`src/sv/hpa_pkg.sv`:
```
`default_nettype none
// ----------------------------------------------------------------------------
// hpa_pkg
// Shared types and constants of the handle pool allocator.
// ----------------------------------------------------------------------------
package hpa_pkg;

  localparam int unsigned HandleW          = 8;
  localparam int unsigned HandleSpace      = 1 << HandleW;
  localparam int unsigned CountW           = HandleW + 1;
  localparam int unsigned PoolSizeDefault  = 256;

  typedef enum logic [1:0] {
    OP_ALLOC   = 2'd0,
    OP_TRY     = 2'd1,
    OP_RELEASE = 2'd2,
    OP_NOP     = 2'd3
  } op_e;

  typedef enum logic [1:0] {
    ST_OK        = 2'd0,
    ST_NONE_FREE = 2'd1,
    ST_EXHAUSTED = 2'd2,
    ST_INVALID   = 2'd3
  } status_e;

  typedef enum logic [1:0] {
    S_IDLE = 2'b01,
    S_EXEC = 2'b10
  } state_e;

endpackage
`default_nettype wire

```
`src/sv/handle_pool_allocator_top.sv`:
```
`default_nettype none
// ----------------------------------------------------------------------------
// handle_pool_allocator_top
// Object handle pool with a FIFO free list kept in a synchronous memory.
// ----------------------------------------------------------------------------
//
//  Channel | Direction | Handshake              | Word
//  --------+-----------+------------------------+--------------------------
//  in      | input     | in_valid_i / in_stall_o   | operation_i, handle_in_i
//  out     | output    | out_valid_o / out_stall_i | handle_out_o, status_o
//
// Each request is taken in the idle state, which also issues the reads of
// the free-list memory and the allocated bitmap memory; in the execute state
// it decides, writes back and loads the result register. A new word is
// accepted only in idle, so not until the previous request has finished.
// A result waiting in the output register does not block the next request;
// only a second result that finds the register still stalled waits there.
// Reset clears the state, counters, pointers and output valid only. The bitmap
// memory needs no clearing pass: a handle at or above the creation count is never
// allocated, and every entry below it was written when that handle was made.
//
module handle_pool_allocator_top #(
  parameter int unsigned POOL_SIZE = hpa_pkg::PoolSizeDefault
) (
  input  wire logic                        clk_i,
  input  wire logic                        rst_ni,
  input  wire logic                        in_valid_i,
  output logic                             in_stall_o,
  input  wire logic [1:0]                  operation_i,
  input  wire logic [hpa_pkg::HandleW-1:0] handle_in_i,
  output logic                             out_valid_o,
  input  wire logic                        out_stall_i,
  output logic [hpa_pkg::HandleW-1:0]      handle_out_o,
  output logic [1:0]                       status_o
);

  localparam int unsigned HW = hpa_pkg::HandleW;
  localparam int unsigned CW = hpa_pkg::CountW;
  // Handles are HW bits wide, so no more than HandleSpace can ever exist.
  localparam int unsigned Limit =
    (POOL_SIZE < hpa_pkg::HandleSpace) ? POOL_SIZE : hpa_pkg::HandleSpace;
  localparam logic [CW-1:0] LimitC = CW'(Limit);

  // Storage: the free list ring and the allocated bitmap.
  logic [HW-1:0] fq_mem  [hpa_pkg::HandleSpace];
  logic          map_mem [hpa_pkg::HandleSpace];

  hpa_pkg::state_e state_q, state_d;
  logic [HW-1:0]   head_q, head_d;
  logic [HW-1:0]   tail_q, tail_d;
  logic [CW-1:0]   free_count_q, free_count_d;
  logic [CW-1:0]   created_q, created_d;

  hpa_pkg::op_e    op_q;
  logic [HW-1:0]   hin_q;
  logic [HW-1:0]   fq_rdata_q;
  logic            map_rdata_q;

  logic            out_valid_q, out_valid_d;
  logic [HW-1:0]   out_handle_q, out_handle_d;
  hpa_pkg::status_e out_status_q, out_status_d;

  logic            in_fire;
  logic            exec_fire;
  logic            map_we;
  logic [HW-1:0]   map_waddr;
  logic            map_wdata;
  logic            fq_we;
  logic            rel_ok;

  assign in_stall_o = (state_q != hpa_pkg::S_IDLE);
  assign in_fire    = in_valid_i && !in_stall_o;
  // The result register must be free, or about to be emptied, to finish.
  assign exec_fire  = (state_q == hpa_pkg::S_EXEC) && !(out_valid_q && out_stall_i);

  // A release is legal only for a handle already created whose bit is set.
  assign rel_ok = ({1'b0, hin_q} < created_q) && map_rdata_q;

  always_comb begin
    state_d      = state_q;
    head_d       = head_q;
    tail_d       = tail_q;
    free_count_d = free_count_q;
    created_d    = created_q;
    out_valid_d  = out_valid_q && out_stall_i;
    out_handle_d = out_handle_q;
    out_status_d = out_status_q;
    map_we       = 1'b0;
    map_waddr    = hin_q;
    map_wdata    = 1'b0;
    fq_we        = 1'b0;

    case (state_q)
      hpa_pkg::S_IDLE: begin
        if (in_fire) begin
          state_d = hpa_pkg::S_EXEC;
        end
      end
      hpa_pkg::S_EXEC: begin
        if (exec_fire) begin
          state_d      = hpa_pkg::S_IDLE;
          out_valid_d  = 1'b1;
          out_handle_d = '0;
          out_status_d = hpa_pkg::ST_OK;
          case (op_q)
            hpa_pkg::OP_ALLOC, hpa_pkg::OP_TRY: begin
              if (free_count_q != '0) begin
                // Oldest released handle comes off the head of the ring.
                out_handle_d = fq_rdata_q;
                map_we       = 1'b1;
                map_waddr    = fq_rdata_q;
                map_wdata    = 1'b1;
                head_d       = head_q + 1'b1;
                free_count_d = free_count_q - 1'b1;
              end else if (op_q == hpa_pkg::OP_TRY) begin
                out_status_d = hpa_pkg::ST_NONE_FREE;
              end else if (created_q < LimitC) begin
                out_handle_d = created_q[HW-1:0];
                map_we       = 1'b1;
                map_waddr    = created_q[HW-1:0];
                map_wdata    = 1'b1;
                created_d    = created_q + 1'b1;
              end else begin
                out_status_d = hpa_pkg::ST_EXHAUSTED;
              end
            end
            hpa_pkg::OP_RELEASE: begin
              if (rel_ok) begin
                map_we       = 1'b1;
                map_waddr    = hin_q;
                map_wdata    = 1'b0;
                fq_we        = 1'b1;
                tail_d       = tail_q + 1'b1;
                free_count_d = free_count_q + 1'b1;
              end else begin
                out_status_d = hpa_pkg::ST_INVALID;
              end
            end
            default: begin
              // No operation: report ok with no handle.
            end
          endcase
        end
      end
      default: begin
        state_d = hpa_pkg::S_IDLE;
      end
    endcase
  end

  always_ff @(posedge clk_i or negedge rst_ni) begin
    if (!rst_ni) begin
      state_q      <= hpa_pkg::S_IDLE;
      head_q       <= '0;
      tail_q       <= '0;
      free_count_q <= '0;
      created_q    <= '0;
      out_valid_q  <= 1'b0;
    end else begin
      state_q      <= state_d;
      head_q       <= head_d;
      tail_q       <= tail_d;
      free_count_q <= free_count_d;
      created_q    <= created_d;
      out_valid_q  <= out_valid_d;
    end
  end

  always_ff @(posedge clk_i) begin
    if (in_fire) begin
      op_q  <= hpa_pkg::op_e'(operation_i);
      hin_q <= handle_in_i;
    end
    out_handle_q <= out_handle_d;
    out_status_q <= out_status_d;
  end

  // Free list memory: read the head when a request is taken, write the tail
  // on a good release.
  always_ff @(posedge clk_i) begin
    if (in_fire) begin
      fq_rdata_q <= fq_mem[head_q];
    end
    if (fq_we) begin
      fq_mem[tail_q] <= hin_q;
    end
  end

  // Bitmap memory: read the handle named by the request, write on commit.
  always_ff @(posedge clk_i) begin
    if (in_fire) begin
      map_rdata_q <= map_mem[handle_in_i];
    end
    if (map_we) begin
      map_mem[map_waddr] <= map_wdata;
    end
  end

  assign out_valid_o  = out_valid_q;
  assign handle_out_o = out_handle_q;
  assign status_o     = out_status_q;

  // Free handles are a subset of created handles.
  a_free_le_created: assert property (@(posedge clk_i) disable iff (!rst_ni)
    free_count_q <= created_q)
    else $error("free count exceeds created count");

  a_created_le_limit: assert property (@(posedge clk_i) disable iff (!rst_ni)
    created_q <= LimitC)
    else $error("creation counter passed the pool limit");

  // Ring pointers stay consistent with the free count.
  a_ring_span: assert property (@(posedge clk_i) disable iff (!rst_ni)
    HW'(tail_q - head_q) == free_count_q[HW-1:0])
    else $error("free list pointers disagree with free count");

  a_accept_to_exec: assert property (@(posedge clk_i) disable iff (!rst_ni)
    in_fire |=> (state_q == hpa_pkg::S_EXEC))
    else $error("accepted request did not start execution");

  a_result_from_exec: assert property (@(posedge clk_i) disable iff (!rst_ni)
    $rose(out_valid_q) |-> $past(state_q == hpa_pkg::S_EXEC))
    else $error("result appeared without an executing request");

endmodule
`default_nettype wire
```
`config.mk`:
```
export PLATFORM = sky130hd
export DESIGN_NAME = handle_pool_allocator_top
export DESIGN_NICKNAME = d
export VERILOG_FILES = /design/src/sv/hpa_pkg.sv /design/src/sv/handle_pool_allocator_top.sv
export SDC_FILE = /design/constraint.sdc
export NUM_CORES = 2
export LEC_CHECK = 0
export ABC_AREA = 1
export BUFFER_PORTS_ARGS = -buffer_cell sky130_fd_sc_hd__clkbuf_2
export CAP_MARGIN = 10
export CORE_MARGIN = 3
export CORE_UTILIZATION = 27
export CTS_BUF_LIST = sky130_fd_sc_hd__clkbuf_4
export DETAILED_ROUTE_END_ITERATION = 8
export PLACE_DENSITY_LB_ADDON = 0.1
export SYNTH_ARGS = -nofsm -noshare
export SYNTH_HDL_FRONTEND = slang
export SYNTH_SLANG_ARGS = --single-unit
export TNS_END_PERCENT = 1
```
`constraint.sdc`:
```
create_clock -name clk_i -period 6.1 [get_ports clk_i]
set_clock_uncertainty 0.2 [all_clocks]
set_input_delay 0.915 -clock clk_i [delete_from_list [all_inputs] [get_ports clk_i]]
set_output_delay 0.915 -clock clk_i [all_outputs]
set_load 0.005 [all_outputs]
```
Word-level counts from Yosys, hierarchy flattened
Memories as Yosys holds them, arrays and structs flattened. A register that Yosys moved wholly into a read port is not among the register bits.
Cells that the tools add are included.
{"block": "classes", "bitwise": 2, "magnitude_cmp": 2, "n_addsub": 5, "n_reduce_logical": 16, "eq_ne": 9, "muxes": 39}
{"cell": "$mux 8", "count": 9}
{"cell": "$add 9x1->9 const B", "count": 2}
{"cell": "$mux 1", "count": 18}
{"cell": "$mux 9", "count": 2}
{"cell": "$pmux 9 s2", "count": 1}
{"cell": "$add 8x1->8 const B", "count": 2}
{"cell": "$mux 2", "count": 6}
{"cell": "$lt 8x9->1", "count": 1}
{"cell": "$lt 9x9->1 const B", "count": 1}
{"cell": "$reduce_bool 9->1", "count": 1}
{"cell": "$sub 9x1->9 const B", "count": 1}
{"cell": "$ne 2x2->1 const B", "count": 4}
{"cell": "$pmux 2 s2", "count": 2}
{"cell": "$reduce_and 4->1", "count": 2}
{"cell": "$reduce_and 6->1", "count": 1}
{"cell": "$reduce_and 5->1", "count": 1}
{"cell": "$eq 2x1->1 const B", "count": 2}
{"cell": "$eq 2x2->1 const B", "count": 2}
{"cell": "$logic_and 1x1->1", "count": 4}
{"cell": "$reduce_and 2->1", "count": 2}
{"cell": "$logic_not 1->1", "count": 2}
{"cell": "$logic_not 2->1", "count": 1}
{"cell": "$ne 2x1->1 const B", "count": 1}
{"cell": "$not 1->1", "count": 2}
{"cell": "other kinds (3)", "count": 3}
{"block": "word_totals", "ramBits": 2304, "out_inout_bits": 12, "register_bits": 57, "in_bits": 14, "mem_count": 2, "wordCells": 85}
{"memory": "fq_mem", "depth": 256, "width": 8, "read_ports": 1, "rd_ports_with_merged_regs": 1, "write_ports": 1, "line": "handle_pool_allocator_top.sv:45", "rtl": "logic [HW-1:0] fq_mem [hpa_pkg::HandleSpace];"}
{"memory": "map_mem", "depth": 256, "width": 1, "read_ports": 1, "rd_ports_with_merged_regs": 1, "write_ports": 1, "line": "handle_pool_allocator_top.sv:46", "rtl": "logic map_mem [hpa_pkg::HandleSpace];"}

Longest topological paths before layout
{"block": "depth", "word_depth": 9, "ltp_mapped": 18, "depth_no_buf": 15}

Worst setup path after synthesis
OpenSTA, ideal clock, no wires.
{"block": "synth_path", "path_type": "register to register", "from": "register hin_q[4]", "to": "memory fq_mem[136][0] (netlist name), enable pin", "path_slack_ns": -0.172, "arrival_ns": 5.702, "setup_time_ns": 0.370, "path_buffers": 2, "period_less_slack_ns": 6.272, "path_stages_with_launch": 11, "required_time_ns": 5.530, "cell_sequence": "edfxtp_1 -> ha_1 -> a21oi_1 -> o21ai_0 -> a21oi_1 -> nand4_2 -> inv_1 -> buf_2 -> nand3_1 -> clkbuf_1 -> nor2_1"}
{"block": "synth_via", "elab_chain_cells": 8}
{"item": "start, declared", "line": "handle_pool_allocator_top.sv:55", "rtl": "logic [HW-1:0] hin_q;"}
{"item": "start signal, assigned", "line": "handle_pool_allocator_top.sv:172", "rtl": "hin_q <= handle_in_i;"}
{"item": "$lt 8x9->1", "line": "handle_pool_allocator_top.sv:77", "rtl": "assign rel_ok = ({1'b0, hin_q} < created_q) && map_rdata_q;"}
{"item": "$logic_and 1x1->1", "line": "handle_pool_allocator_top.sv:77"}
{"item": "$mux 1", "line": "handle_pool_allocator_top.sv:128", "rtl": "if (rel_ok) begin"}
{"item": "$mux 1", "line": "handle_pool_allocator_top.sv:105", "rtl": "case (op_q)"}
{"item": "$mux 1", "line": "handle_pool_allocator_top.sv:100", "rtl": "if (exec_fire) begin"}
{"item": "$mux 1", "line": "handle_pool_allocator_top.sv:93", "rtl": "case (state_q)"}
{"item": "$mux 1", "line": "handle_pool_allocator_top.sv:184", "rtl": "if (fq_we) begin"}
{"item": "$mux 1 (implied by the code)", "line": "handle_pool_allocator_top.sv:185", "rtl": "fq_mem[tail_q] <= hin_q;"}
{"item": "end, declared", "line": "handle_pool_allocator_top.sv:45"}
Every way passes these cells.

Worst setup path in the final report
{"block": "layout_path", "from": "register created_q[4]", "to": "memory fq_mem[197][2] (netlist name), enable pin"}
{"block": "layout_via", "elab_chain_cells": 8}
{"item": "start, declared", "line": "handle_pool_allocator_top.sv:52", "rtl": "logic [CW-1:0] created_q, created_d;"}
{"item": "start signal, assigned", "line": "handle_pool_allocator_top.sv:164", "rtl": "created_q <= created_d;"}
{"item": "$lt 8x9->1", "line": "handle_pool_allocator_top.sv:77"}
{"item": "$logic_and 1x1->1", "line": "handle_pool_allocator_top.sv:77"}
{"item": "$mux 1", "line": "handle_pool_allocator_top.sv:128"}
{"item": "$mux 1", "line": "handle_pool_allocator_top.sv:105"}
{"item": "$mux 1", "line": "handle_pool_allocator_top.sv:100"}
{"item": "$mux 1", "line": "handle_pool_allocator_top.sv:93"}
{"item": "$mux 1", "line": "handle_pool_allocator_top.sv:184"}
{"item": "$mux 1 (implied by the code)", "line": "handle_pool_allocator_top.sv:185"}
Every way passes these cells.

==> out/results.ini <==
[synthesis]
synth.area.top_cells=edfxtp_1 71%, nor2_1 7.6%, nand2_1 6.4%
synthAdderAreaFrac_pct=0.274
synth_top_area_share_pct=71.0
synthXorXnorAreaFrac_pct=0.257
synth_area_per_cell_um2=11.2
synthSimpleGateAreaFrac_pct=17.6
synth_nets=8827
synth_top_family_by_area=simple AND/OR/NAND/NOR gates
seq_area_frac_synth_pct=72.0
synth_area_leader_cell=edfxtp_1
synthFlopType=edfxtp_1
synth_compound_area_share_pct=6.60
async_reset_ff_share_pct=1.56
netlist_area_um2=98600
synth_cell_type_count=40
synth_enable_flop_cells=2333
synthMuxAreaShare_pct=0.0406
yosysWarnings=0
syn_inst=8792
ys_ff_latch=2370

[sta]
fmax_ghz=0.213
finalSetupViolations=0
hold_viol=0
timing.slew.headroom_pct=19.6
report.final.slew_viol_count=0
period_share_pct=76.8
period_minus_slack_ps=4680
tightest_slew_ps=1200
worst_slack_ps=1420
rsz0062_at_grt=no
fin_setup_tns_ps=0

[grt]
antenna_found_initial=13
grtUsageTotal_pct=17.6
grt_pass1_wl_um=486000
grt_overflow=0
grt_max_degree=167
grt_pass1_vias=69900

[setup_path]
worstPathArrival_ps=5600
startpoint_type=flop
worstPathRequired_ps=7020
cp-end-kind=flop
path_class=reg -> reg
path_max_fanout=16

[finish]
layout_commonest_cell=edfxtp_1
fill_cells=37600
layoutNonFillerInstCount=14400
final_cell_mix=2333 x edfxtp_1, 1999 x nor2_1, 1682 x nand2_1, 989 x clkbuf_4, 934 x o21ai_0
multi_input_area_um2=24600
drive_gt1_share_pct=13.5
areaGrowthSynthToFinish_pct=14.6
nets=9139
register_area_um2=71000

[placement]
io_buffers=25
hpwl_um=190000
post-place-ws_ps=1090
placed_cells=13200
routabilityCongestion=0.782

[cts]
post_cts_resized=0
cts-root-buf=clkbuf_4
cts_hold_repair.buffers=20
path_clk_slew_ps=70
cts_tree=built
cts.htree.levels=6
clock_latency_ps=1530
postCtsSetupBuffers=0
cts_buffers=675
cts.sinks=2370
clk_path_buf_depth=4

[floorplanning]
rows=221
die_w_um=610
start_util_pct=27.2
io_pins=26
fp.dieArea_um2=373000
coreArea_um2=363000
die_y_um=610

[route]
drt_wl_total_um=338000
wire_per_inst_um=23.4
first_pass_iters=6
initialDrtViolationCount=5116
drc=0
antenna_left=0
vias_per_cell=4.69
num_vias=67700

[power_and_ir_drop]
leakagePower_nw=39.2
ir_drop_mv=0.383
cellPowerDensity_nw_per_um2=425

[min_path]
hold_class=in -> reg

[outcome]
status=complete, no violations

[job]
max_cap_violations=0

## critical path: stages, from the launching register on
cell and delay [ps]:
dfrtp_1 390, inv_1 90, ha_1 300, a21oi_1 160, o21ai_0 120, a21oi_1 210, nand4_2 90, buf_4 200
inv_1 470, nand3_2 930, buf_4 550, nor2_1 540
## final timing paths
check	slack [ps]	to	depth (start not counted)	startpoint
worst max-delay path	1420	fq_mem[197][2]$_DFFE_PP_	11	created_q[4]$_DFFE_PN0P_
worst min-delay path	310	hin_q[3]$_DFFE_PP_	3	handle_in_i[3]
worst max register to register	1420	fq_mem[197][2]$_DFFE_PP_	11	created_q[4]$_DFFE_PN0P_
worst min register to register	310	out_valid_o$_DFF_PN0_	2	state_q[1]$_DFFE_PN0P_
max in group asynchronous	4760	head_q[1]$_DFFE_PN0P_	4	rst_ni
min in group asynchronous	370	free_count_q[2]$_DFFE_PN0P_	4	rst_ni
## layer usage
| layer | wire length, um | up-vias | GRT usage [%] |
|---|---|---|---|
| li1 | - | 31500 | - |
| met1 | 153000 | 34000 | 23.7 |
| met2 | 163000 | 1683 | 29.6 |
| met5 | 26 | - | 0 |
| met4 | 6920 | 4 | 4.54 |
| met3 | 14700 | 483 | 2.72 |
## flip-flops by register name, indices dropped and copies added, names as in the netlist
register	flops
fq_mem	2048
map_mem	256
created_q	9
free_count_q	9
fq_rdata_q	8
handle_out_o	8
head_q	8
hin_q	8
tail_q	8
op_q	2
state_q	2
status_o	2
map_rdata_q	1
out_valid_o	1
## through the flow
| step | hold WS (ps) | area, um2 | total power, mW | utilization (%) |
|---|---|---|---|---|
| after floorplan | 275 | 98600 | 27.6 | - |
| after global placement | 286 | 104000 | 33.4 | 28.7 |
| after detailed placement | 294 | 104000 | 33.3 | 28.7 |
| after CTS | 22.2 | 113000 | 48.9 | 31.1 |
| after global routing | 129 | 113000 | 51.1 | 31.1 |
| final | 308 | 113000 | 48.0 | 31.1 |
## power breakdown
| part | internal [mW] | total [mW] | switching (mW) |
|---|---|---|---|
| sequential | 18.1 | 18.4 | 0.334 |
| clock | 8.16 | 15.3 | 7.11 |
| combinational | 3.65 | 14.3 | 10.6 |
## layout make-up
cell class	instances	area share, %
inverters	254	0.877
repair buffers	181	1.49
clock inverters	204	1.22
well taps	4794	5.30
multi-input cells	5622	21.7
clock buffers	989	6.57
flip-flops and latches	2370	62.8
diodes	13	0.0288
## Yosys cell counts (2+ instances only)
library cell,n
nand2_2,3
buf_1,57
nand3_2,6
nor2_4,5
buf_6,4
nand4_2,3
o22ai_1,12
nand3_4,5
o21ai_1,2
a21oi_1,116
inv_2,7
edfxtp_1,2333
nor3_1,2
nand4_4,3
nor2_1,2002
mux2i_1,4
clkbuf_1,375
nand2_4,3
o21ai_0,934
xnor2_1,6
xor2_1,23
nand4_1,8
a22oi_1,4
nand2_1,1687
dfrtp_1,36
o211ai_1,142
a21oi_4,2
ha_1,20
clkinv_1,4
buf_2,109
inv_1,243
nand3_1,624
## cells by family (layout without fill, tap and decap cells)
family | Yosys count | after routing
adder cells (fa/ha/maj) | 21 | 21
flip-flops | 2370 | 2370
AO/OA/AOI/OAI | 1216 | 1216
multiplexers | 4 | 4
AND/OR/NAND/NOR | 4352 | 4352
XOR/XNOR | 29 | 29
other | 0 | 13
buffers and inverters | 800 | 1628
Note: power is estimated with default switching activity, not from simulation.
